[config.mk]
export PLATFORM = sky130hd
export DESIGN_NAME = i2c_master_byte_engine_unit_flat
export DESIGN_NICKNAME = d
export VERILOG_FILES = /design/src/hw/rtl/i2cmbe_pkg.sv /design/src/hw/rtl/i2cmbe_cmd_if.sv /design/src/hw/rtl/i2cmbe_res_if.sv /design/src/hw/rtl/i2cmbe_seq.sv /design/src/hw/rtl/i2cmbe_res_reg.sv /design/src/hw/rtl/i2c_master_byte_engine_unit.sv /design/src/flat_wrapper.sv
export SDC_FILE = /design/constraint.sdc
export NUM_CORES = 1
export LEC_CHECK = 0
export BUFFER_PORTS_ARGS = -buffer_cell sky130_fd_sc_hd__buf_2
export CAP_MARGIN = 20
export CELL_PAD_IN_SITES_DETAIL_PLACEMENT = 0
export CELL_PAD_IN_SITES_GLOBAL_PLACEMENT = 1
export CORE_MARGIN = 5
export CORE_UTILIZATION = 49
export DETAILED_ROUTE_END_ITERATION = 10
export GPL_TIMING_DRIVEN = 0
export PLACE_DENSITY_LB_ADDON = 0.05
export SETUP_SLACK_MARGIN = 0.3
export SLEW_MARGIN = 30
export SYNTH_ARGS = -nofsm -noshare
export SYNTH_HDL_FRONTEND = slang
export SYNTH_SLANG_ARGS = --single-unit
export TNS_END_PERCENT = 10
[constraint.sdc]
create_clock -name i_clk -period 5.3 [get_ports i_clk]
set_input_delay 1.06 -clock i_clk [delete_from_list [all_inputs] [get_ports i_clk]]
set_output_delay 1.06 -clock i_clk [all_outputs]
set_load 0.05 [all_outputs]
[src/hw/rtl/i2cmbe_pkg.sv]
`default_nettype none

package i2cmbe_pkg;

    localparam int KIND_W    = 3;
    localparam int BYTE_W    = 8;
    localparam int DELAY_W   = 10;
    localparam int BITCNT_W  = 4;
    localparam int CFG_IDX_W = 1;
    localparam int CFG_W     = 8;

    localparam logic [BITCNT_W-1:0] BITS_PER_BYTE      = 4'd8;
    localparam logic [CFG_W-1:0]    TICKS_PER_UNIT_RST = 8'd1;
    localparam logic [CFG_W-1:0]    ACK_TIMEOUT_RST    = 8'd250;

    // Command codes carried in the kind field.
    localparam logic [KIND_W-1:0] K_TICK  = 3'd0;
    localparam logic [KIND_W-1:0] K_START = 3'd1;
    localparam logic [KIND_W-1:0] K_STOP  = 3'd2;
    localparam logic [KIND_W-1:0] K_WRITE = 3'd3;
    localparam logic [KIND_W-1:0] K_READ  = 3'd4;
    localparam logic [KIND_W-1:0] K_WAIT  = 3'd5;

    // Configuration register indexes.
    localparam logic [CFG_IDX_W-1:0] CFG_TICKS_PER_UNIT = 1'd0;
    localparam logic [CFG_IDX_W-1:0] CFG_ACK_TIMEOUT    = 1'd1;

    typedef enum logic [4:0] {
        PH_IDLE    = 5'd0,
        PH_ST_A    = 5'd1,
        PH_ST_B    = 5'd2,
        PH_SP_A    = 5'd3,
        PH_SP_B    = 5'd4,
        PH_SP_C    = 5'd5,
        PH_WR_LOW  = 5'd6,
        PH_WR_HIGH = 5'd7,
        PH_WR_TAIL = 5'd8,
        PH_RD_LOW  = 5'd9,
        PH_RD_HIGH = 5'd10,
        PH_AK_LOW  = 5'd11,
        PH_AK_HIGH = 5'd12,
        PH_WA_A    = 5'd13,
        PH_WA_B    = 5'd14,
        PH_WA_POLL = 5'd15
    } t_phase;

    typedef struct packed {
        logic                 we;
        logic [CFG_IDX_W-1:0] index;
        logic [CFG_W-1:0]     data;
    } t_cfg_wr;

    typedef struct packed {
        logic              scl;
        logic              sda_out;
        logic              sda_oe;
        logic              busy_res;
        logic              done_res;
        logic [BYTE_W-1:0] rx_byte;
        logic              ack_error;
        logic              cmd_rejected;
    } t_result;

endpackage

`default_nettype wire

[src/hw/rtl/i2cmbe_cmd_if.sv]
`default_nettype none

interface i2cmbe_cmd_if;
    logic                              valid;
    logic                              ready;
    logic [i2cmbe_pkg::KIND_W-1:0]     kind;
    logic [i2cmbe_pkg::BYTE_W-1:0]     tx_byte;
    logic                              send_ack;
    logic                              sda_in;

    modport source (output valid, kind, tx_byte, send_ack, sda_in, input ready);
    modport sink   (input valid, kind, tx_byte, send_ack, sda_in, output ready);
endinterface

`default_nettype wire

[src/hw/rtl/i2cmbe_res_if.sv]
`default_nettype none

interface i2cmbe_res_if;
    logic                          valid;
    logic                          ready;
    logic                          scl;
    logic                          sda_out;
    logic                          sda_oe;
    logic                          busy_res;
    logic                          done_res;
    logic [i2cmbe_pkg::BYTE_W-1:0] rx_byte;
    logic                          ack_error;
    logic                          cmd_rejected;

    modport source (output valid, scl, sda_out, sda_oe, busy_res, done_res, rx_byte,
                    ack_error, cmd_rejected, input ready);
    modport sink   (input valid, scl, sda_out, sda_oe, busy_res, done_res, rx_byte,
                    ack_error, cmd_rejected, output ready);
endinterface

`default_nettype wire

[src/hw/rtl/i2cmbe_seq.sv]
`default_nettype none

module i2cmbe_seq (
    input  wire logic                          i_clk,
    input  wire logic                          i_rst_n,
    input  wire i2cmbe_pkg::t_cfg_wr           i_cfg,
    input  wire logic                          i_accept,
    input  wire logic [i2cmbe_pkg::KIND_W-1:0] i_kind,
    input  wire logic [i2cmbe_pkg::BYTE_W-1:0] i_tx_byte,
    input  wire logic                          i_send_ack,
    input  wire logic                          i_sda_in,
    output      i2cmbe_pkg::t_result           o_res
);

    localparam int DW = i2cmbe_pkg::DELAY_W;
    localparam int BW = i2cmbe_pkg::BYTE_W;
    localparam int CW = i2cmbe_pkg::BITCNT_W;

    logic [i2cmbe_pkg::CFG_W-1:0] r_ticks_per_unit;
    logic [i2cmbe_pkg::CFG_W-1:0] r_ack_timeout;

    i2cmbe_pkg::t_phase r_phase, n_phase;
    logic [CW-1:0] r_bit_count, n_bit_count;
    logic [BW-1:0] r_shift, n_shift;
    logic [DW-1:0] r_delay, n_delay;
    logic [BW-1:0] r_poll, n_poll;
    logic          r_ack_choice, n_ack_choice;
    logic [BW-1:0] r_rx_hold, n_rx_hold;
    logic          r_scl, n_scl;
    logic          r_sda, n_sda;
    logic          r_oe, n_oe;
    logic          r_err, n_err;

    logic               w_done;
    logic               w_rej;
    logic               w_is_cmd;
    logic               w_enter;
    i2cmbe_pkg::t_phase w_target;
    logic [DW-1:0]      w_u1, w_u2, w_u4;
    logic [DW-1:0]      w_dly_dec;
    logic [CW-1:0]      w_bit_inc;
    logic [BW-1:0]      w_rd_shift;

    // A unit setting of zero behaves as one tick.
    assign w_u1 = (r_ticks_per_unit == '0) ? DW'(1) : DW'(r_ticks_per_unit);
    assign w_u2 = w_u1 << 1;
    assign w_u4 = w_u1 << 2;
    assign w_dly_dec  = (r_delay != '0) ? r_delay - DW'(1) : '0;
    assign w_bit_inc  = r_bit_count + CW'(1);
    assign w_rd_shift = {r_shift[BW-2:0], i_sda_in};

    always_comb begin
        case (i_kind) inside
            i2cmbe_pkg::K_START, i2cmbe_pkg::K_STOP, i2cmbe_pkg::K_WRITE,
            i2cmbe_pkg::K_READ, i2cmbe_pkg::K_WAIT: w_is_cmd = 1'b1;
            default:                                w_is_cmd = 1'b0;
        endcase
    end

    always_ff @(posedge i_clk) begin
        if (!i_rst_n) begin
            r_ticks_per_unit <= i2cmbe_pkg::TICKS_PER_UNIT_RST;
            r_ack_timeout    <= i2cmbe_pkg::ACK_TIMEOUT_RST;
        end else if (i_cfg.we) begin
            unique case (i_cfg.index)
                i2cmbe_pkg::CFG_TICKS_PER_UNIT: r_ticks_per_unit <= i_cfg.data;
                i2cmbe_pkg::CFG_ACK_TIMEOUT:    r_ack_timeout    <= i_cfg.data;
                default: ;
            endcase
        end
    end

    always_ff @(posedge i_clk) begin
        if (!i_rst_n) begin
            r_phase      <= i2cmbe_pkg::PH_IDLE;
            r_bit_count  <= '0;
            r_shift      <= '0;
            r_delay      <= '0;
            r_poll       <= '0;
            r_ack_choice <= 1'b0;
            r_rx_hold    <= '0;
            r_scl        <= 1'b1;
            r_sda        <= 1'b1;
            r_oe         <= 1'b1;
            r_err        <= 1'b0;
        end else if (i_accept) begin
            r_phase      <= n_phase;
            r_bit_count  <= n_bit_count;
            r_shift      <= n_shift;
            r_delay      <= n_delay;
            r_poll       <= n_poll;
            r_ack_choice <= n_ack_choice;
            r_rx_hold    <= n_rx_hold;
            r_scl        <= n_scl;
            r_sda        <= n_sda;
            r_oe         <= n_oe;
            r_err        <= n_err;
        end
    end

    always_comb begin
        n_phase      = r_phase;
        n_bit_count  = r_bit_count;
        n_shift      = r_shift;
        n_delay      = r_delay;
        n_poll       = r_poll;
        n_ack_choice = r_ack_choice;
        n_rx_hold    = r_rx_hold;
        n_scl        = r_scl;
        n_sda        = r_sda;
        n_oe         = r_oe;
        n_err        = r_err;
        w_done       = 1'b0;
        w_rej        = 1'b0;
        w_enter      = 1'b0;
        w_target     = i2cmbe_pkg::PH_IDLE;

        if (r_phase == i2cmbe_pkg::PH_IDLE) begin
            unique case (i_kind)
                i2cmbe_pkg::K_START: begin
                    w_enter  = 1'b1;
                    w_target = i2cmbe_pkg::PH_ST_A;
                end
                i2cmbe_pkg::K_STOP: begin
                    w_enter  = 1'b1;
                    w_target = i2cmbe_pkg::PH_SP_A;
                end
                i2cmbe_pkg::K_WRITE: begin
                    n_shift     = i_tx_byte;
                    n_bit_count = '0;
                    w_enter     = 1'b1;
                    w_target    = i2cmbe_pkg::PH_WR_LOW;
                end
                i2cmbe_pkg::K_READ: begin
                    n_shift      = '0;
                    n_bit_count  = '0;
                    n_ack_choice = i_send_ack;
                    w_enter      = 1'b1;
                    w_target     = i2cmbe_pkg::PH_RD_LOW;
                end
                i2cmbe_pkg::K_WAIT: begin
                    n_err    = 1'b0;
                    w_enter  = 1'b1;
                    w_target = i2cmbe_pkg::PH_WA_A;
                end
                default: ;
            endcase
        end else begin
            w_rej = w_is_cmd;
            if (r_phase == i2cmbe_pkg::PH_WA_POLL) begin
                if (!i_sda_in) begin
                    n_scl   = 1'b0;
                    n_phase = i2cmbe_pkg::PH_IDLE;
                    n_delay = '0;
                    w_done  = 1'b1;
                end else if (r_poll >= r_ack_timeout) begin
                    n_err    = 1'b1;
                    w_enter  = 1'b1;
                    w_target = i2cmbe_pkg::PH_SP_A;
                end else begin
                    n_poll = r_poll + BW'(1);
                end
            end else begin
                n_delay = w_dly_dec;
                if (w_dly_dec == '0) begin
                    unique case (r_phase)
                        i2cmbe_pkg::PH_ST_A: begin
                            w_enter  = 1'b1;
                            w_target = i2cmbe_pkg::PH_ST_B;
                        end
                        i2cmbe_pkg::PH_ST_B, i2cmbe_pkg::PH_AK_HIGH: begin
                            n_scl   = 1'b0;
                            n_phase = i2cmbe_pkg::PH_IDLE;
                            w_done  = 1'b1;
                        end
                        i2cmbe_pkg::PH_SP_A: begin
                            w_enter  = 1'b1;
                            w_target = i2cmbe_pkg::PH_SP_B;
                        end
                        i2cmbe_pkg::PH_SP_B: begin
                            w_enter  = 1'b1;
                            w_target = i2cmbe_pkg::PH_SP_C;
                        end
                        i2cmbe_pkg::PH_SP_C: begin
                            n_phase = i2cmbe_pkg::PH_IDLE;
                            w_done  = 1'b1;
                        end
                        i2cmbe_pkg::PH_WR_LOW: begin
                            w_enter  = 1'b1;
                            w_target = i2cmbe_pkg::PH_WR_HIGH;
                        end
                        i2cmbe_pkg::PH_WR_HIGH: begin
                            w_enter  = 1'b1;
                            w_target = i2cmbe_pkg::PH_WR_TAIL;
                        end
                        i2cmbe_pkg::PH_WR_TAIL: begin
                            n_shift     = {r_shift[BW-2:0], 1'b0};
                            n_bit_count = w_bit_inc;
                            if (w_bit_inc >= i2cmbe_pkg::BITS_PER_BYTE) begin
                                n_phase = i2cmbe_pkg::PH_IDLE;
                                w_done  = 1'b1;
                            end else begin
                                w_enter  = 1'b1;
                                w_target = i2cmbe_pkg::PH_WR_LOW;
                            end
                        end
                        i2cmbe_pkg::PH_RD_LOW: begin
                            w_enter  = 1'b1;
                            w_target = i2cmbe_pkg::PH_RD_HIGH;
                        end
                        i2cmbe_pkg::PH_RD_HIGH: begin
                            n_shift     = w_rd_shift;
                            n_bit_count = w_bit_inc;
                            w_enter     = 1'b1;
                            if (w_bit_inc >= i2cmbe_pkg::BITS_PER_BYTE) begin
                                n_rx_hold = w_rd_shift;
                                w_target  = i2cmbe_pkg::PH_AK_LOW;
                            end else begin
                                w_target  = i2cmbe_pkg::PH_RD_LOW;
                            end
                        end
                        i2cmbe_pkg::PH_AK_LOW: begin
                            w_enter  = 1'b1;
                            w_target = i2cmbe_pkg::PH_AK_HIGH;
                        end
                        i2cmbe_pkg::PH_WA_A: begin
                            w_enter  = 1'b1;
                            w_target = i2cmbe_pkg::PH_WA_B;
                        end
                        i2cmbe_pkg::PH_WA_B: begin
                            w_enter  = 1'b1;
                            w_target = i2cmbe_pkg::PH_WA_POLL;
                        end
                        default: begin
                            n_phase = i2cmbe_pkg::PH_IDLE;
                            n_delay = '0;
                        end
                    endcase
                end
            end
        end

        // Entry actions of the phase being entered; the write bit and the
        // acknowledge level come from the already updated shift and choice.
        if (w_enter) begin
            n_phase = w_target;
            unique case (w_target)
                i2cmbe_pkg::PH_ST_A: begin
                    n_scl = 1'b1; n_sda = 1'b1; n_oe = 1'b1; n_delay = w_u4;
                end
                i2cmbe_pkg::PH_ST_B: begin
                    n_sda = 1'b0; n_delay = w_u4;
                end
                i2cmbe_pkg::PH_SP_A: begin
                    n_scl = 1'b0; n_sda = 1'b0; n_oe = 1'b1; n_delay = w_u4;
                end
                i2cmbe_pkg::PH_SP_B: begin
                    n_scl = 1'b1; n_delay = DW'(1);
                end
                i2cmbe_pkg::PH_SP_C: begin
                    n_sda = 1'b1; n_delay = w_u4;
                end
                i2cmbe_pkg::PH_WR_LOW: begin
                    n_scl = 1'b0; n_oe = 1'b1; n_sda = n_shift[BW-1]; n_delay = w_u2;
                end
                i2cmbe_pkg::PH_WR_HIGH, i2cmbe_pkg::PH_AK_HIGH: begin
                    n_scl = 1'b1; n_delay = w_u2;
                end
                i2cmbe_pkg::PH_WR_TAIL: begin
                    n_scl = 1'b0; n_delay = w_u2;
                end
                i2cmbe_pkg::PH_RD_LOW: begin
                    n_scl = 1'b0; n_oe = 1'b0; n_sda = 1'b1; n_delay = w_u2;
                end
                i2cmbe_pkg::PH_RD_HIGH, i2cmbe_pkg::PH_WA_B: begin
                    n_scl = 1'b1; n_delay = w_u1;
                end
                i2cmbe_pkg::PH_AK_LOW: begin
                    n_scl = 1'b0; n_oe = 1'b1; n_sda = !n_ack_choice; n_delay = w_u2;
                end
                i2cmbe_pkg::PH_WA_A: begin
                    n_oe = 1'b0; n_sda = 1'b1; n_delay = w_u1;
                end
                i2cmbe_pkg::PH_WA_POLL: begin
                    n_poll = '0; n_delay = '0;
                end
                default: begin
                    n_phase = i2cmbe_pkg::PH_IDLE;
                    n_delay = '0;
                end
            endcase
        end else if (w_done) begin
            n_delay = '0;
        end
    end

    always_comb begin
        o_res.scl          = n_scl;
        o_res.sda_out      = n_sda;
        o_res.sda_oe       = n_oe;
        o_res.busy_res     = (n_phase != i2cmbe_pkg::PH_IDLE);
        o_res.done_res     = w_done;
        o_res.rx_byte      = n_rx_hold;
        o_res.ack_error    = n_err;
        o_res.cmd_rejected = w_rej;
    end

    // Every timed phase holds a nonzero count; reaching zero moves on at once.
    a_timed_count: assert property (@(posedge i_clk) disable iff (!i_rst_n)
        (r_phase != i2cmbe_pkg::PH_IDLE && r_phase != i2cmbe_pkg::PH_WA_POLL)
        |-> (r_delay != '0))
        else $error("timed phase with empty delay count");

    a_idle_count: assert property (@(posedge i_clk) disable iff (!i_rst_n)
        (r_phase == i2cmbe_pkg::PH_IDLE) |-> (r_delay == '0))
        else $error("idle with pending delay count");

    a_done_idle: assert property (@(posedge i_clk) disable iff (!i_rst_n)
        (i_accept && w_done) |=> (r_phase == i2cmbe_pkg::PH_IDLE))
        else $error("sequence reported done but did not return to idle");

    a_bit_range: assert property (@(posedge i_clk) disable iff (!i_rst_n)
        r_bit_count <= i2cmbe_pkg::BITS_PER_BYTE)
        else $error("bit count beyond one byte");

    a_reject_busy: assert property (@(posedge i_clk) disable iff (!i_rst_n)
        (i_accept && w_rej) |-> (r_phase != i2cmbe_pkg::PH_IDLE && w_is_cmd))
        else $error("command flagged as rejected while idle");

endmodule

`default_nettype wire

[src/hw/rtl/i2cmbe_res_reg.sv]
`default_nettype none

module i2cmbe_res_reg (
    input  wire logic                i_clk,
    input  wire logic                i_rst_n,
    input  wire logic                i_load,
    input  wire i2cmbe_pkg::t_result i_res,
    output      logic                o_room,
    i2cmbe_res_if.source             o_res
);

    logic                r_valid;
    i2cmbe_pkg::t_result r_res;

    // The register can take a new result when empty or when its content
    // leaves in this same cycle.
    assign o_room = !r_valid || o_res.ready;

    always_ff @(posedge i_clk) begin
        if (!i_rst_n) begin
            r_valid <= 1'b0;
        end else if (i_load) begin
            r_valid <= 1'b1;
        end else if (o_res.ready) begin
            r_valid <= 1'b0;
        end
    end

    always_ff @(posedge i_clk) begin
        if (i_load) begin
            r_res <= i_res;
        end
    end

    assign o_res.valid        = r_valid;
    assign o_res.scl          = r_res.scl;
    assign o_res.sda_out      = r_res.sda_out;
    assign o_res.sda_oe       = r_res.sda_oe;
    assign o_res.busy_res     = r_res.busy_res;
    assign o_res.done_res     = r_res.done_res;
    assign o_res.rx_byte      = r_res.rx_byte;
    assign o_res.ack_error    = r_res.ack_error;
    assign o_res.cmd_rejected = r_res.cmd_rejected;

endmodule

`default_nettype wire

[src/hw/rtl/i2c_master_byte_engine_unit.sv]
// A result appears in the output register in the cycle after its command transfer.
// Throughput: one tick item per cycle; the single output register frees as it is read.
// A stalled result output blocks new items only while that register stays full.
// Reset: synchronous, active low; sequencer idle, SCL and SDA high and driven,
// one tick per unit, acknowledge timeout 250 (error on 251st high sample), output register empty.
`default_nettype none

module i2c_master_byte_engine_unit (
    input  wire logic                             i_clk,
    input  wire logic                             i_rst_n,
    input  wire logic                             i_cfg_we,
    input  wire logic [i2cmbe_pkg::CFG_IDX_W-1:0] i_cfg_index,
    input  wire logic [i2cmbe_pkg::CFG_W-1:0]     i_cfg_data,
    i2cmbe_cmd_if.sink                            i_cmd,
    i2cmbe_res_if.source                          o_res
);

    i2cmbe_pkg::t_cfg_wr w_cfg;
    i2cmbe_pkg::t_result w_res;
    logic                w_room;
    logic                w_accept;

    assign w_cfg.we    = i_cfg_we;
    assign w_cfg.index = i_cfg_index;
    assign w_cfg.data  = i_cfg_data;

    assign i_cmd.ready = w_room;
    assign w_accept    = i_cmd.valid && w_room;

    i2cmbe_seq u_seq (
        .i_clk      (i_clk),
        .i_rst_n    (i_rst_n),
        .i_cfg      (w_cfg),
        .i_accept   (w_accept),
        .i_kind     (i_cmd.kind),
        .i_tx_byte  (i_cmd.tx_byte),
        .i_send_ack (i_cmd.send_ack),
        .i_sda_in   (i_cmd.sda_in),
        .o_res      (w_res)
    );

    i2cmbe_res_reg u_res_reg (
        .i_clk   (i_clk),
        .i_rst_n (i_rst_n),
        .i_load  (w_accept),
        .i_res   (w_res),
        .o_room  (w_room),
        .o_res   (o_res)
    );

endmodule

`default_nettype wire

[src/flat_wrapper.sv]
// flat-port wrapper written by rule: the top's interface ports become plain ports
module i2c_master_byte_engine_unit_flat 
  (i_clk, i_rst_n, i_cfg_we, i_cfg_index, i_cfg_data, i_cmd_valid, i_cmd_kind, i_cmd_tx_byte, i_cmd_send_ack, i_cmd_sda_in, i_cmd_ready, o_res_valid, o_res_scl, o_res_sda_out, o_res_sda_oe, o_res_busy_res, o_res_done_res, o_res_rx_byte, o_res_ack_error, o_res_cmd_rejected, o_res_ready);
  i2cmbe_cmd_if i_cmd_i ();
  i2cmbe_res_if o_res_i ();
  input  wire logic i_clk;
  input  wire logic i_rst_n;
  input  wire logic i_cfg_we;
  input  wire logic [i2cmbe_pkg::CFG_IDX_W-1:0] i_cfg_index;
  input  wire logic [i2cmbe_pkg::CFG_W-1:0] i_cfg_data;
  input wire logic [$bits(i_cmd_i.valid)-1:0] i_cmd_valid;
  input wire logic [$bits(i_cmd_i.kind)-1:0] i_cmd_kind;
  input wire logic [$bits(i_cmd_i.tx_byte)-1:0] i_cmd_tx_byte;
  input wire logic [$bits(i_cmd_i.send_ack)-1:0] i_cmd_send_ack;
  input wire logic [$bits(i_cmd_i.sda_in)-1:0] i_cmd_sda_in;
  output wire logic [$bits(i_cmd_i.ready)-1:0] i_cmd_ready;
  output wire logic [$bits(o_res_i.valid)-1:0] o_res_valid;
  output wire logic [$bits(o_res_i.scl)-1:0] o_res_scl;
  output wire logic [$bits(o_res_i.sda_out)-1:0] o_res_sda_out;
  output wire logic [$bits(o_res_i.sda_oe)-1:0] o_res_sda_oe;
  output wire logic [$bits(o_res_i.busy_res)-1:0] o_res_busy_res;
  output wire logic [$bits(o_res_i.done_res)-1:0] o_res_done_res;
  output wire logic [$bits(o_res_i.rx_byte)-1:0] o_res_rx_byte;
  output wire logic [$bits(o_res_i.ack_error)-1:0] o_res_ack_error;
  output wire logic [$bits(o_res_i.cmd_rejected)-1:0] o_res_cmd_rejected;
  input wire logic [$bits(o_res_i.ready)-1:0] o_res_ready;
  assign i_cmd_i.valid = i_cmd_valid;
  assign i_cmd_i.kind = i_cmd_kind;
  assign i_cmd_i.tx_byte = i_cmd_tx_byte;
  assign i_cmd_i.send_ack = i_cmd_send_ack;
  assign i_cmd_i.sda_in = i_cmd_sda_in;
  assign i_cmd_ready = i_cmd_i.ready;
  assign o_res_valid = o_res_i.valid;
  assign o_res_scl = o_res_i.scl;
  assign o_res_sda_out = o_res_i.sda_out;
  assign o_res_sda_oe = o_res_i.sda_oe;
  assign o_res_busy_res = o_res_i.busy_res;
  assign o_res_done_res = o_res_i.done_res;
  assign o_res_rx_byte = o_res_i.rx_byte;
  assign o_res_ack_error = o_res_i.ack_error;
  assign o_res_cmd_rejected = o_res_i.cmd_rejected;
  assign o_res_i.ready = o_res_ready;
  i2c_master_byte_engine_unit u_core (.i_clk(i_clk), .i_rst_n(i_rst_n), .i_cfg_we(i_cfg_we), .i_cfg_index(i_cfg_index), .i_cfg_data(i_cfg_data), .i_cmd(i_cmd_i), .o_res(o_res_i));
endmodule
After elaboration in Yosys (flattened, before gate mapping)

Cells that the tools add are included.

Flip-flop bits (word level): 80
Bits in latches: 0
Bits in writable memories: 0
Memory bits (read-only): 0
Input bits: 27
Output and inout port bits: 17
Word-level logic and storage cells: 186
Memories: 0

Add/subtract/negate cells: 3
Multiply operators: 0
Divide/modulo/power cells: 0
Order comparisons: 2
Eq/ne operators: 40
Shifts and indexed selects: 0
Multiplexer cells: 82
Bitwise logic cells: 1
Reduce and logical (&&, ||, !) cells: 35

Operators by type and width:

| cell               | number |
|---|---|
| $mux 8             | 15 |
| $eq 5x4->1 const B | 16 |
| $mux 10            | 8 |
| $mux 5             | 9 |
| $pmux 4 s11        | 1 |
| $eq 5x3->1 const B | 8 |
| $pmux 10 s4        | 1 |
| $pmux 8 s2         | 2 |
| $mux 1             | 29 |
| $mux 4             | 6 |
| $eq 5x2->1 const B | 4 |
| $pmux 4 s5         | 1 |
| $reduce_or 15->1   | 1 |
| $reduce_or 14->1   | 1 |
| $reduce_or 4->1    | 3 |
| $reduce_or 6->1    | 2 |
| $eq 5x1->1 const B | 2 |
| $logic_not 10->1   | 1 |
| $pmux 5 s2         | 1 |
| $reduce_and 5->1   | 2 |
| $reduce_bool 10->1 | 1 |
| $reduce_or 10->1   | 1 |
| $reduce_or 2->1    | 5 |
| $reduce_or 5->1    | 2 |
| other kinds (27)   | 41 |

Depth between registers and ports, before layout

Depth after elaboration: 12
Depth in mapped cells: 13
Mapped depth without buffers: 11

Hierarchy

A second synthesis with hierarchy kept.

Cell total of the unflattened synthesis: 596
Area, all modules: 4,916.0 µm²

By module, submodules not included:

| module                      | instances | cells an instance | area an instance (µm²) | sequential area each (µm²) |
|---|---|---|---|---|
| i2cmbe_seq                  | 1         | 576               | 4,410.5                | 1,281.2 |
| i2cmbe_res_reg              | 1         | 19                | 499.2                  | 470.5 |
| i2c_master_byte_engine_unit | 1         | 1                 | 6.3                    | 0.0 |

Worst setup path after synthesis

No wires, ideal clock.

Kind: input-to-reg
Start: input port i_cmd_kind[1]
End: register u_core.u_seq.r_delay[3]
Setup time: 0.133 ns
Arrival: 2.864 ns
Data required time: 5.167 ns
Setup slack: 2.303 ns
Stages on the path: 10
Path buffers: 0
Cell sequence: inv_1 > ha_1 > nor3_1 > a21oi_1 > o221ai_1 > o21a_4 > mux2i_4 > o21ai_4 > a222oi_1 > o22ai_1

Word-level cells in the longest chain between the ends: 7
Elaborated cells on any way between the ends: 32
Those cells by class: eq/ne: 21; mux: 6; reduce/logical: 5

Ends and longest elaborated chain:

| element                                                        | line               | RTL |
|---|---|---|
| start: declaration                                             | flat_wrapper.sv:12 | `input wire logic [$bits(i_cmd_i.kind)-1:0] i_cmd_kind;` |
| $eq 3x3->1, or another cell as far along                       | i2cmbe_seq.sv:119  | `unique case (i_kind)` |
| $pmux 4 s5                                                     | i2cmbe_seq.sv:119  |  |
| $mux 5                                                         | i2cmbe_seq.sv:118  | `if (r_phase == i2cmbe_pkg::PH_IDLE) begin` |
| $eq 5x4->1, or another cell as far along                       | i2cmbe_seq.sv:247  | `unique case (w_target)` |
| $reduce_or 6->1 (no source line), or another cell as far along | n/a                |  |
| $pmux 10 s4                                                    | i2cmbe_seq.sv:247  |  |
| $mux 10                                                        | i2cmbe_seq.sv:245  | `if (w_enter) begin` |
| end signal: assignment                                         | i2cmbe_seq.sv:90   | `r_delay <= n_delay;` |
| end: declaration                                               | i2cmbe_seq.sv:25   | `logic [DW-1:0] r_delay, n_delay;` |

Several ways; a longest one is shown, not always the timed one.
A chain may end at the register's enable or synchronous reset.

Worst setup path in the final report

Start: register u_core.u_seq.r_delay[0]
End: register u_core.u_seq.r_delay[2]

Word-level cells in the longest chain between the ends: 10
Elaborated cells on any way between the ends: 40
Those cells by class: add/sub: 1; eq/ne: 16; mux: 17; reduce/logical: 6

Ends and longest elaborated chain:

| element                                                        | line              | RTL |
|---|---|---|
| $sub 10x1->10 / $reduce_bool 10->1 (equally long branches)     | i2cmbe_seq.sv:48  | `assign w_dly_dec = (r_delay != '0) ? r_delay - DW'(1) : '0;` |
| $mux 10 *                                                      | i2cmbe_seq.sv:48  |  |
| $logic_not 10->1                                               | i2cmbe_seq.sv:165 | `if (w_dly_dec == '0) begin` |
| $mux 4                                                         | i2cmbe_seq.sv:165 |  |
| $mux 5                                                         | i2cmbe_seq.sv:150 | `if (r_phase == i2cmbe_pkg::PH_WA_POLL) begin` |
| $mux 5                                                         | i2cmbe_seq.sv:118 |  |
| $eq 5x4->1, or another cell as far along                       | i2cmbe_seq.sv:247 |  |
| $reduce_or 6->1 (no source line), or another cell as far along | n/a               |  |
| $pmux 10 s4                                                    | i2cmbe_seq.sv:247 |  |
| $mux 10                                                        | i2cmbe_seq.sv:245 |  |

Mark *: on every way between the ends. The rest lies on a longest branch, timed or not. The select of a mux whose other input is x is not followed.

==> out/results.ini <==
[min_path]
whs_path_depth = 2
holdPathEnd = u_core.u_seq.r_rx_hold[3]
worstHoldStart = u_core.u_seq.r_rx_hold[3]
hp-class = register to register

[logic_synthesis]
synth_edf_count = 15
ys.warnings.count = 0
ys_ff_latch = 80
ys_types = 83
async_flop_share = 0
syn_area_per_cell_sq_um = 8.56
synth_top_cell_area_share = 0.265
syn-cell-area_sq_mm = 0.00491
ys.flop_type = dfxtp_1
synth-seq-area-share = 0.357
synth_area_leader_cell = dfxtp_1
yosys-top-cells-area = dfxtp_1 27%, edfxtp_1 9.2%, nand2_1 5.4%
syn_nets = 614
synthesis.instances = 573

[clock_network]
h-tree-depth = 3
cts_setup_buffers = 0
clock-root-buffer = clkbuf_8
clkSinkCount = 80
cts_resized = 0
tritoncts = built
cts.path.max_buffers = 2
hold_buffers = 0
clk-insertion-delay-late_ns = 0.36
cts-buffers-inserted = 9
clk_pin_slew_ns = 0.08

[floorplanning]
dieArea_sq_mm = 0.0121
ios = 44
die_y_um = 110
start_util = 0.502
die_w_um = 110
coreArea_sq_mm = 0.00977
rows = 36

[critical_path]
r2r-start = u_core.u_seq.r_delay[0]
arrival_ns = 3.84
cp_cell_sequence = buf_6 > inv_1 > ha_1 > nor3b_1 > nand2_1 > o21ai_0 > o2111ai_4 > o21ai_4 > mux2i_1 > nor3_1 > nor4_1 > o22ai_1
reg2regPathDepth = 12
reg2reg_to = u_core.u_seq.r_delay[2]
worst-setup-path-type = register to register
rrSetupSlack_ns = 1.69
slowest_stage = o21ai_0
crit_fanout = 10
max_stage_delay_ns = 0.59
required_ns = 5.52
start_kind = register
end_kind = register

[timing]
max_slew_margin = 0.399
fmax_ghz = 0.277
finalSetupViolations = 0
timing.final.ws_setup_ns = 1.69
hold_ws_ns = 0.462
hold_viol = 0
finalClockSkew_ns = 0.00618
rsz0062_at_grt = no
finalMaxSlewViolations = 0
finalSetupTns_ns = 0
worstMarginPinSlew_ns = 0.892
min_period_over_period = 0.682
fin_crit_ns = 3.61

[global_routing]
gr-total-overflow = 0
grt_max_degree = 25
gr-usage-met2 = 0.369
grt_busiest_layer = met2
grt_pass1_wl_um = 22200
antenna_found_initial = 0
grt_pass1_vias = 4339
grt.total_usage = 0.234
met1_usage = 0.334
grt_util_met3 = 0.0250

[layout]
final_cell_mix = 71 x nand2_1, 65 x dfxtp_1, 54 x nor2_1
diodes = 0
design_area_sq_mm = 0.00548
fin_util = 0.560
syn_to_final_growth_pct = 11.6
final_common_cell = nand2_1
nNetsFinal = 668
final_layout_size_suffix_gt1_frac = 0.177

[pwr]
power.leakage_nw = 2.10
p_per_area_mw_per_mm2 = 587
irDropWorstVdd_mv = 0.365

[run]
drv_cap = 0

[placed_design]
place_area_sq_mm = 0.00529
gp_congestion = 0.907
numPortBuffers = 43
dp.final_hpwl_um = 9970
dp_slack_ns = 1.71

[outcome]
status = finished, final reports clean

[detailed_routing]
drc_errors = 0
vias_per_cell = 5.86
routed_wl_um = 13200
drt_iter0_drc = 309
vias = 4483
post_drt_wl_per_cell_um = 17.3
drtAntennaViolNets = 0
drtPass1Iterations = 5

-- synth_stat cells (9+ instances only) --
library cell  count
a21oi_1          47
a221oi_1         11
a22oi_1          10
clkbuf_1         16
dfxtp_1          65
edfxtp_1         15
ha_1             14
inv_1            22
nand2_1          71
nand2b_1          9
nand3_1          17
nor2_1           54
nor3_1           19
o211ai_1         10
o21ai_0          22
-- sequential cells by signal, summed over array words and instances, names as in the netlist, 4 cells and up --
| register | cells |
|---|---|
| u_core.u_res_reg.o_res.rx_byte | 8 |
| u_core.u_seq.r_ack_timeout | 8 |
| u_core.u_seq.r_bit_count | 4 |
| u_core.u_seq.r_delay | 10 |
| u_core.u_seq.r_phase | 5 |
| u_core.u_seq.r_poll | 8 |
| u_core.u_seq.r_rx_hold | 8 |
| u_core.u_seq.r_shift | 8 |
| u_core.u_seq.r_ticks_per_unit | 8 |
-- layout make-up --
| class | count | area, sq um |
|---|---|---|
| Timing Repair Buffer | 43 | 215 |
| Sequential cell | 80 | 1750 |
| Inverter | 23 | 86.3 |
| Multi-Input combinational cell | 442 | 2920 |
| Tap cell | 133 | 166 |
| Clock buffer | 11 | 131 |
| Fill cell | 958 | 4300 |
| Clock inverter | 5 | 57.6 |
| Buffer | 28 | 145 |
-- worst max path at each step --
stage	from	endpoint	slack, ns
4_1_cts	u_core.u_seq.r_delay[1]	u_core.u_seq.r_delay[2]	1.68
3_5_place_dp	u_core.u_seq.r_delay[1]	u_core.u_seq.r_delay[2]	1.71
6_report	u_core.u_seq.r_delay[0]	u_core.u_seq.r_delay[2]	1.69
2_1_floorplan	i_cmd_kind[1]	u_core.u_seq.r_delay[3]	2.30
5_1_grt	u_core.u_seq.r_delay[1]	u_core.u_seq.r_delay[2]	1.29
3_3_place_gp	u_core.u_seq.r_delay[0]	u_core.u_seq.r_delay[2]	1.76
-- power breakdown --
part	leakage (nW)	internal [mW]	switching, mW
Sequential	0.677	0.714	0.0627
Clock	0.0973	0.218	0.227
Combinational	1.32	0.720	1.27
-- logic make-up after synthesis --
| logic type | after synthesis | share of synthesized area |
|---|---|---|
| XOR/XNOR | 13 | 0.0232 |
| buffers and inverters | 51 | 0.0472 |
| adder cells (fa/ha/maj) | 14 | 0.0357 |
| multiplexers | 17 | 0.0457 |
| AO/OA/AOI/OAI | 181 | 0.273 |
| AND/OR/NAND/NOR | 217 | 0.218 |
| flip-flops | 80 | 0.357 |
-- per-layer routing --
layer | vias to the layer above | part of all wire
li1 | 2224 | -
met3 | 17 | 0.039
met5 | - | 0
met1 | 2142 | 0.48
met2 | 100 | 0.46
met4 | 0 | 0.014
-- metrics by stage --
| step | cells | power [mW] |
|---|---|---|
| 2_1_floorplan | 573 | 2.34 |
| 3_3_place_gp | 749 | 2.75 |
| 3_5_place_dp | 749 | 2.76 |
| 4_1_cts | 765 | 3.22 |
| 5_1_grt | 765 | 3.47 |
| 6_report | 765 | 3.21 |
-- worst max-delay path: cells and delay by family, from the launching register on --
family | cells | cell delay, ns
AO/OA/AOI/OAI | 4 | 1.36
AND/OR/NAND/NOR | 4 | 0.89
multiplexers | 1 | 0.40
flip-flops | 1 | 0.31
adder cells (fa/ha/maj) | 1 | 0.29
buffers and inverters | 2 | 0.23
No activity file was read; power rests on OpenSTA's default activity.
